$ cat src/design/mwm_pkg.sv
// Shared constants, types and tables for the mecanum wheel mixer.
`default_nettype none

package mwm_pkg;

   localparam int WHEELS = 4;
   localparam int IN_W = 16;

   // CORDIC datapath
   localparam int CW = 27;
   localparam int ZW = 18;
   localparam int PRESCALE = 8;
   localparam int CORDIC_STEPS = 16;
   localparam int CORDIC_PER_STAGE = 2;
   localparam int QUARTER_TURN = 16384;
   localparam int HALF_TURN = 32768;
   localparam int GAIN_INV = 39797;
   localparam int GAIN_W = 17;
   localparam int GAIN_SHIFT = 24;
   localparam int PCW = CW + GAIN_W;

   // speed datapath
   localparam int RW = 18;
   localparam int SW = 18;
   localparam int MW = 17;
   localparam int FRAC = 15;
   localparam int ONE_Q15 = 32768;
   localparam int QW = 15;
   localparam int MAGW = 16;
   localparam int DIV_STEPS = 15;
   localparam int DIV_PER_STAGE = 3;
   localparam int DIV_LANES = 2 * WHEELS;

   // control registers
   localparam int CSR_IDX_W = 2;
   localparam int CSR_DATA_W = 15;
   localparam logic [CSR_IDX_W-1:0] REG_MAX_SPEED = 2'd0;
   localparam logic [CSR_IDX_W-1:0] REG_INVERT_MASK = 2'd1;
   localparam logic [CSR_IDX_W-1:0] REG_PEG_THRESHOLD = 2'd2;
   localparam logic [14:0] MAX_SPEED_RESET = 15'd1000;
   localparam logic [3:0] INVERT_MASK_RESET = 4'd0;
   localparam logic [14:0] PEG_THRESHOLD_RESET = 15'd32440;

   typedef struct packed {
      logic [IN_W-1:0] r;
      logic [WHEELS-1:0][IN_W-1:0] drive;
      logic [WHEELS-1:0][IN_W-1:0] rate;
   } side_type;

   typedef struct packed {
      logic [WHEELS-1:0] sgn;
      logic [WHEELS-1:0][MW-1:0] mag;
      logic [MW-1:0] peak;
      logic do_norm;
      logic [WHEELS-1:0] lim_ok;
      logic [WHEELS-1:0][QW-1:0] rmag;
   } peak_type;

   typedef struct packed {
      peak_type pk;
      logic [WHEELS-1:0][QW-1:0] q_s;
      logic [WHEELS-1:0][QW-1:0] q_r;
   } quot_type;

   // arctangent of 2^-i in binary-angle units
   function automatic logic signed [ZW-1:0] atan_entry(input int idx);
      logic signed [ZW-1:0] v;
      case (idx)
         0: v = ZW'(8192);
         1: v = ZW'(4836);
         2: v = ZW'(2555);
         3: v = ZW'(1297);
         4: v = ZW'(651);
         5: v = ZW'(326);
         6: v = ZW'(163);
         7: v = ZW'(81);
         8: v = ZW'(41);
         9: v = ZW'(20);
         10: v = ZW'(10);
         11: v = ZW'(5);
         12: v = ZW'(3);
         13: v = ZW'(1);
         14: v = ZW'(1);
         default: v = '0;
      endcase
      return v;
   endfunction

   // magnitude of a 16-bit two's complement value (-32768 gives 32768)
   function automatic logic [IN_W-1:0] mag16(input logic [IN_W-1:0] v);
      logic [IN_W-1:0] m;
      m = v[IN_W-1] ? (~v + 16'd1) : v;
      return m;
   endfunction

endpackage

`default_nettype wire

$ cat src/design/mwm_limit.sv
// Pegged-wheel limit, clamp, max_speed scaling and the result register.
`default_nettype none

module mwm_limit (
   input  wire logic                                          clock,
   input  wire logic                                          reset,
   input  wire logic                                          in_valid,
   output logic                                               in_ready,
   input  wire mwm_pkg::quot_type                             in_q,
   input  wire logic [14:0]                                   ms,
   output logic                                               out_valid,
   input  wire logic                                          out_ready,
   output logic [mwm_pkg::WHEELS-1:0][mwm_pkg::IN_W-1:0]      setpoint
);

   localparam int NST = 4;
   localparam int WH = mwm_pkg::WHEELS;
   localparam int MAGW = mwm_pkg::MAGW;
   localparam int PW = 31;

   logic [NST-1:0] v_ff;
   logic [NST:0] rdy;

   logic [MAGW-1:0] smag_ff [0:WH-1];
   logic [WH-1:0] sgn0_ff, sgn1_ff, sgn2_ff;
   logic [MAGW-1:0] limit_ff;
   logic [WH-1:0] sel_ff;
   logic [MAGW-1:0] cm_ff [0:WH-1];
   logic [PW-1:0] p_ff [0:WH-1];
   logic [mwm_pkg::IN_W-1:0] set_ff [0:WH-1];

   logic [MAGW-1:0] smag_in [0:WH-1];
   logic [MAGW-1:0] limit_in;
   logic [WH-1:0] sel_in;
   logic [MAGW-1:0] cm_in [0:WH-1];
   logic [mwm_pkg::IN_W-1:0] set_in [0:WH-1];

   always_comb begin
      rdy[NST] = out_ready;
      for (int k = NST - 1; k >= 0; k--) begin
         rdy[k] = !v_ff[k] || rdy[k+1];
      end
   end

   assign in_ready = rdy[0];
   assign out_valid = v_ff[NST-1];

   always_ff @(posedge clock) begin
      if (reset) begin
         v_ff <= '0;
      end else begin
         if (rdy[0]) begin
            v_ff[0] <= in_valid;
         end
         for (int k = 1; k < NST; k++) begin
            if (rdy[k]) begin
               v_ff[k] <= v_ff[k-1];
            end
         end
      end
   end

   // final normalized magnitude; pick the slowest pegged wheel, first one wins ties
   always_comb begin
      for (int l = 0; l < WH; l++) begin
         if (!in_q.pk.do_norm) begin
            smag_in[l] = in_q.pk.mag[l][MAGW-1:0];
         end else if (in_q.pk.mag[l] == in_q.pk.peak) begin
            smag_in[l] = MAGW'(mwm_pkg::ONE_Q15);
         end else begin
            smag_in[l] = {1'b0, in_q.q_s[l]};
         end
      end
      limit_in = MAGW'(mwm_pkg::ONE_Q15);
      sel_in = '0;
      for (int l = 0; l < WH; l++) begin
         if (in_q.pk.lim_ok[l] && ({1'b0, in_q.q_r[l]} < limit_in)) begin
            limit_in = {1'b0, in_q.q_r[l]};
            sel_in = WH'(1) << l;
         end
      end
   end

   always_ff @(posedge clock) begin
      if (rdy[0]) begin
         for (int l = 0; l < WH; l++) begin
            smag_ff[l] <= smag_in[l];
         end
         sgn0_ff <= in_q.pk.sgn;
         limit_ff <= limit_in;
         sel_ff <= sel_in;
      end
   end

   always_comb begin
      for (int l = 0; l < WH; l++) begin
         if ((|sel_ff) && !sel_ff[l] && (smag_ff[l] > limit_ff)) begin
            cm_in[l] = limit_ff;
         end else begin
            cm_in[l] = smag_ff[l];
         end
      end
   end

   always_ff @(posedge clock) begin
      if (rdy[1]) begin
         for (int l = 0; l < WH; l++) begin
            cm_ff[l] <= cm_in[l];
         end
         sgn1_ff <= sgn0_ff;
      end
   end

   always_ff @(posedge clock) begin
      if (rdy[2]) begin
         for (int l = 0; l < WH; l++) begin
            p_ff[l] <= PW'(cm_ff[l]) * PW'(ms);
         end
         sgn2_ff <= sgn1_ff;
      end
   end

   // round half away from zero on the magnitude, saturate, restore sign
   always_comb begin
      logic [PW-1:0] t;
      logic [MAGW-1:0] q;
      for (int l = 0; l < WH; l++) begin
         t = p_ff[l] + PW'(mwm_pkg::ONE_Q15 / 2);
         q = t[mwm_pkg::FRAC + MAGW - 1:mwm_pkg::FRAC];
         if (q > 16'd32767) begin
            q = 16'd32767;
         end
         set_in[l] = sgn2_ff[l] ? (~q + 16'd1) : q;
      end
   end

   always_ff @(posedge clock) begin
      if (rdy[3]) begin
         for (int l = 0; l < WH; l++) begin
            set_ff[l] <= set_in[l];
         end
      end
   end

   always_comb begin
      for (int l = 0; l < WH; l++) begin
         setpoint[l] = set_ff[l];
      end
   end

   assert property (@(posedge clock) disable iff (reset)
      v_ff[0] |-> $onehot0(sel_ff))
      else $error("more than one limiting wheel");

   assert property (@(posedge clock) disable iff (reset)
      v_ff[0] |-> (limit_ff <= MAGW'(mwm_pkg::ONE_Q15)))
      else $error("limit above full scale");

   assert property (@(posedge clock) disable iff (reset)
      (v_ff[0] && rdy[1] && (|sel_ff) && !sel_ff[0]) |=> (cm_ff[0] <= $past(limit_ff)))
      else $error("front-left not clamped to limit");

endmodule

`default_nettype wire

$ cat config.mk
export PLATFORM = sky130hd
export DESIGN_NAME = mwm_limit
export DESIGN_NICKNAME = d
export VERILOG_FILES = /design/src/design/mwm_pkg.sv /design/src/design/mwm_limit.sv
export SDC_FILE = /design/constraint.sdc
export NUM_CORES = 2
export LEC_CHECK = 0
export ABC_AREA = 1
export ABC_CLOCK_PERIOD_IN_PS = 9050
export BUFFER_PORTS_ARGS = -buffer_cell sky130_fd_sc_hd__buf_2
export CAP_MARGIN = 10
export CORE_MARGIN = 2
export CORE_UTILIZATION = 25
export CTS_BUF_LIST = sky130_fd_sc_hd__clkbuf_4 sky130_fd_sc_hd__clkbuf_8
export CTS_CLUSTER_SIZE = 40
export DETAILED_ROUTE_END_ITERATION = 16
export SLEW_MARGIN = 40
export SYNTH_ARGS = -nofsm -noshare
export SYNTH_HDL_FRONTEND = slang
export SYNTH_SLANG_ARGS = --single-unit
$ cat constraint.sdc
create_clock -name clock -period 9.05 [get_ports clock]
set_clock_uncertainty 0.05 [all_clocks]
set_input_delay 0.4525 -clock clock [delete_from_list [all_inputs] [get_ports clock]]
set_output_delay 0.4525 -clock clock [all_outputs]
set_load 0.01 [all_outputs]
Yosys cells after proc, flatten, opt, wreduce, memory -nomap -nowiden --
Memories as Yosys holds them, arrays and structs flattened. Index checks and enable logic that the tools add are counted. W data, S select, Z words.
Storage, ports and cells: memories kept 4, register bits 36, output and inout bits 66, logic and storage cells 108, memory bits (writable) 316, input port bits 293
Memory list:
- p_ff | words 4, width 31, rd ports 4, clocked after memory_dff 0, wr ports 4, line mwm_limit.sv:29 | logic [PW-1:0] p_ff [0:WH-1];
- cm_ff | words 4, width 16, rd ports 4, clocked after memory_dff 0, wr ports 4, line mwm_limit.sv:28 | logic [MAGW-1:0] cm_ff [0:WH-1];
- set_ff | words 4, width 16, rd ports 4, clocked after memory_dff 0, wr ports 4, line mwm_limit.sv:30 | logic [mwm_pkg::IN_W-1:0] set_ff [0:WH-1];
- smag_ff | words 4, width 16, rd ports 4, clocked after memory_dff 0, wr ports 4, line mwm_limit.sv:24 | logic [MAGW-1:0] smag_ff [0:WH-1];
Operators by class: equal/unequal tests 4, reduce and logical (&&, ||, !) cells 26, multiplexer cells 35, $add $sub $neg 8, $mul 4, magnitude comparators 11, bitwise gates (word level) 4
Operators by type and width (number):
- $mux W16 | 23
- $add A31 B15 Y31 const B | 4
- $mul A16 B15 Y31 | 4
- $eq A17 B17 Y1 | 4
- $add A16 B1 Y16 const B | 4
- $gt A16 B15 Y1 const B | 4
- $gt A16 B16 Y1 | 4
- $not A16 Y16 | 4
- $lt A15 B16 Y1 | 3
- $mux W15 | 1
- $logic_and A1 B1 Y1 | 11
- $mux W1 | 9
- $logic_not A1 Y1 | 8
- $mux W4 | 2
- $logic_or A1 B1 Y1 | 4
- $reduce_or A4 Y1 | 1
- $reduce_or A3 Y1 | 1
- $reduce_or A2 Y1 | 1

Longest topological paths before layout --
word-level depth 10, depth in mapped cells 44, depth with buffers taken out 39

Worst setup path after synthesis --
OpenSTA, ideal clock, no wires.
path type in2reg, start point input ms[6], end point memory p_ff[0][28], data pin, data arrival time 6.076 ns, buffers on the path 2, setup slack 2.660 ns, data required time 8.736 ns, setup time 0.264 ns, cell stages on the path 29, cells stage by stage clkbuf_1 -> clkbuf_1 -> nand2_1 -> fa_1 -> inv_1 -> fa_1 -> inv_1 -> fa_1 -> inv_1 -> fa_1 -> fa_1 -> fa_1 -> ha_1 -> nand2_1 -> nor4_1 -> nand2_1 -> o2111ai_1 -> a21oi_1 -> inv_1 -> a21oi_1 -> o21ai_1 -> nand2_1 -> nand2_1 -> nand2_1 -> nand2_1 -> nand3_1 -> nand2_1 -> a31oi_1 -> xor2_1
RTL lines:
- from (decl) | line mwm_limit.sv:10 | input wire logic [14:0] ms,
- to (decl) | line mwm_limit.sv:29

==> impl_metrics.env <==
export IMPL_outcome="finished, final reports clean"
export IMPL_required_ps=9430
export IMPL_vias_per_cell=4.366
export IMPL_num_rows=158
export IMPL_core_region_area_um2=185400
export IMPL_wl_per_cell_um=16.61
export IMPL_cts_sinks=296
export IMPL_ys_warn_count=0
export IMPL_netlist_cell_type_count=49
export IMPL_synthCells=5448
export IMPL_worstRegToRegCells=27
export IMPL_syn_area_um2=46620
export IMPL_cts_made_buffers=49
export IMPL_final_setup_viol_count=0
export IMPL_cp_arrival_ps=7260
export IMPL_reg2reg_to="p_ff[0][28]$_DFFE_PP_"
export IMPL_clk_path_buf_depth=3
export IMPL_vias=35600
export IMPL_r2r_start="cm_ff[0][5]$_DFFE_PP_"
export IMPL_port_buffer_count=298
export IMPL_grt_pass1_vias=37770
export IMPL_slew_viol_final=0
export IMPL_grt_pass1_wl_um=212800
export IMPL_r2r_slack_ps=2170
export IMPL_tightest_slew_ps=855.4
export IMPL_endpoint_kind="flip-flop"
export IMPL_gr_total_overflow=0
export IMPL_cts_root_buffer="clkbuf_8"
export IMPL_grt_usage_pct=14.30
export IMPL_max_cap_viol_count=0
export IMPL_final_antenna_net_count=0
export IMPL_grt_max_degree=69
export IMPL_ys_seq_area_share_pct=18.98
export IMPL_ios=359
export IMPL_post_cts_buffers=0
export IMPL_min_from="in_q[113]"
export IMPL_synth_edff_count=292
export IMPL_synth_ff_type="edfxtp_1"
export IMPL_rsz0062_at_grt="false"
export IMPL_path_class="reg -> reg"
export IMPL_drc=0
export IMPL_layout_area_overhead_vs_synth_pct=11.34
export IMPL_die_h_um=435.8
export IMPL_dp_hpwl_um=111200
export IMPL_cts_tree="done"
export IMPL_worstSkewPairLatency_ps=690
export IMPL_cts_reportedPaths_clkPinSlew_ps=60
export IMPL_post_route_min_period_ps=6879
export IMPL_hold_depth=2
export IMPL_ys_async_sr_fraction_pct=0
export IMPL_antenna_found_initial=28
export IMPL_nets=7116
export IMPL_drt_wl_total_um=135400
export IMPL_gp_congestion=0.9811
export IMPL_finalHoldViolations=0
export IMPL_h_tree_depth=2
export IMPL_hold_path_class="in -> reg"
export IMPL_die_x_um=435.8
export IMPL_path_max_fanout=15
export IMPL_drt_initial_drc_count=2069
export IMPL_hold_end="smag_ff[3][8]$_DFFE_PP_"
export IMPL_dieArea_um2=189900
export IMPL_postSynthAreaPerCell_um2=8.557
export IMPL_drt_pass1_iter_count=5
export IMPL_drive_gt1_share_pct=7.982
export IMPL_synth_nets=6938
export IMPL_tns_ps=0
export IMPL_max_freq_ghz=0.1454
export IMPL_crit_path_start_kind="flip-flop"
export IMPL_start_util_pct=25.14
export IMPL_ys_ff_latch=296
export IMPL_slew_headroom_pct=42.97
export IMPL_finalCritPeriodShare_pct=76.01
[state kept, by name (all words and copies together) (netlist names)]
signal	flops
sgn0_ff	4
cm_ff	64
sgn1_ff	4
sel_ff	4
set_ff	64
sgn2_ff	4
p_ff	68
limit_ff	16
smag_ff	64
v_ff	4
[cells by family after synthesis]
family	synth area share, %
flip-flops	18.98
adder cells (fa/ha/maj)	43.66
AO/OA/AOI/OAI	5.317
buffers and inverters	12.27
XOR/XNOR	4.547
AND/OR/NAND/NOR	15.23
[area by class of cell]
| type | instances | area, µm² |
|---|---|---|
| Fill cell | 19870 | 133500 |
| Sequential cell | 296 | 8848 |
| Clock buffer | 59 | 749.5 |
| Antenna cell | 10 | 25.02 |
| Multi-Input combinational cell | 3634 | 32080 |
| Clock inverter | 29 | 310.3 |
| Timing Repair Buffer | 343 | 1889 |
| Tap cell | 2480 | 3103 |
| Inverter | 1302 | 4893 |
[worst max path at each step]
stage / end / slack [ps] / startpoint
2_1_floorplan: p_ff[0][28]$_DFFE_PP_ / 2660 / ms[6]
3_3_place_gp: p_ff[0][28]$_DFFE_PP_ / 1710 / ms[3]
3_5_place_dp: p_ff[2][30]$_DFFE_PP_ / 1760 / ms[2]
4_1_cts: p_ff[0][29]$_DFFE_PP_ / 2160 / cm_ff[0][6]$_DFFE_PP_
5_1_grt: p_ff[0][28]$_DFFE_PP_ / 1820 / cm_ff[0][5]$_DFFE_PP_
6_report: p_ff[0][28]$_DFFE_PP_ / 2170 / cm_ff[0][5]$_DFFE_PP_
[what timing repair did]
item / in CTS / in global routing
resized for setup: 0 / 0
hold buffers: 7 / 0
hold endpoints to repair: 9 / 0
endpoints found under the setup margin: 0 / 0
[cell usage in the layout (no fill, tap or decap), drive strengths merged]
| cell | instances |
|---|---|
| a211oi | 11 |
| a21boi | 1 |
| a21o | 6 |
| a21oi | 153 |
| a221oi | 2 |
| a22o | 54 |
| a31oi | 6 |
| a41oi | 1 |
| and2 | 1 |
| buf | 336 |
| bufinv | 6 |
| clkbuf | 59 |
| clkinv | 22 |
| clkinvlp | 3 |
| dfxtp | 4 |
| diode | 10 |
| dlygate4sd3 | 7 |
| edfxtp | 292 |
| fa | 716 |
| ha | 481 |
| inv | 1300 |
| nand2 | 1434 |
| nand3 | 117 |
| nand4 | 39 |
| nor2 | 115 |
| nor3 | 48 |
| nor3b | 2 |
| nor4 | 9 |
| o2111ai | 4 |
| o211ai | 4 |
| o21a | 6 |
| o21ai | 144 |
| o21bai | 9 |
| o221ai | 6 |
| o31ai | 11 |
| or2 | 8 |
| or3 | 4 |
| xnor2 | 83 |
| xor2 | 159 |
[per-layer routing]
| metal | wire length (µm) | track usage [%] | vias to the layer above |
|---|---|---|---|
| met1 | 55940 | 17.48 | 17360 |
| li1 | - | - | 16870 |
| met4 | 5186 | 5.274 | 24 |
| met2 | 66380 | 25.28 | 1113 |
| met5 | 151 | 0 | - |
| met3 | 7783 | 2.203 | 229 |
[Yosys cell counts (all sizes together) (11+ instances only)]
master,instances,area (µm²)
xnor2,83,727.0
inv,1301,4883
buf,53,220.2
a22o,54,473.0
o31ai,11,82.58
ha,481,6018
fa,716,14330
a211oi,11,82.58
edfxtp,292,8768
nand3,117,595.6
a21oi,153,769.5
nand2,1434,5413
nor3,48,245.2
nand4,39,244.0
nor2,115,449.2
clkbuf,163,611.8
o21ai,144,724.4
xor2,159,1393
[metrics by stage]
step                utilization [%]  hold WS (ps)  cells  setup slack (ps)  instance area [µm²]
floorplan                         -         350.3   5448              2660                46620
global placement              27.35         355.8   8048              1714                50710
detailed placement            27.36         361.0   8048              1759                50740
CTS                           27.97         4.931   8143              2158                51870
global route                  27.99         49.17   8149              1822                51890
finish                        27.99         62.31   8153              2171                51900
[critical path, stage by stage (launching register included)]
cell and delay (ps):
edfxtp_1 820, nand2_1 150, fa_1 510, inv_1 60, fa_1 490, inv_1 50, fa_1 530, inv_1 60
fa_1 460, fa_1 530, fa_1 450, ha_1 310, nand2_1 90, nor4_1 270, nand2_1 90, o2111ai_1 260
a21oi_1 250, inv_1 100, a21oi_1 90, o21ai_1 200, nand2_1 80, nand2_1 120, nand2_1 60, nand2_1 90
nand3_1 70, nand2_1 120, a31oi_1 110, xor2_1 150
Power is not shown: default switching activity piles up to over one toggle a cycle in this logic, so the estimate is an artifact.
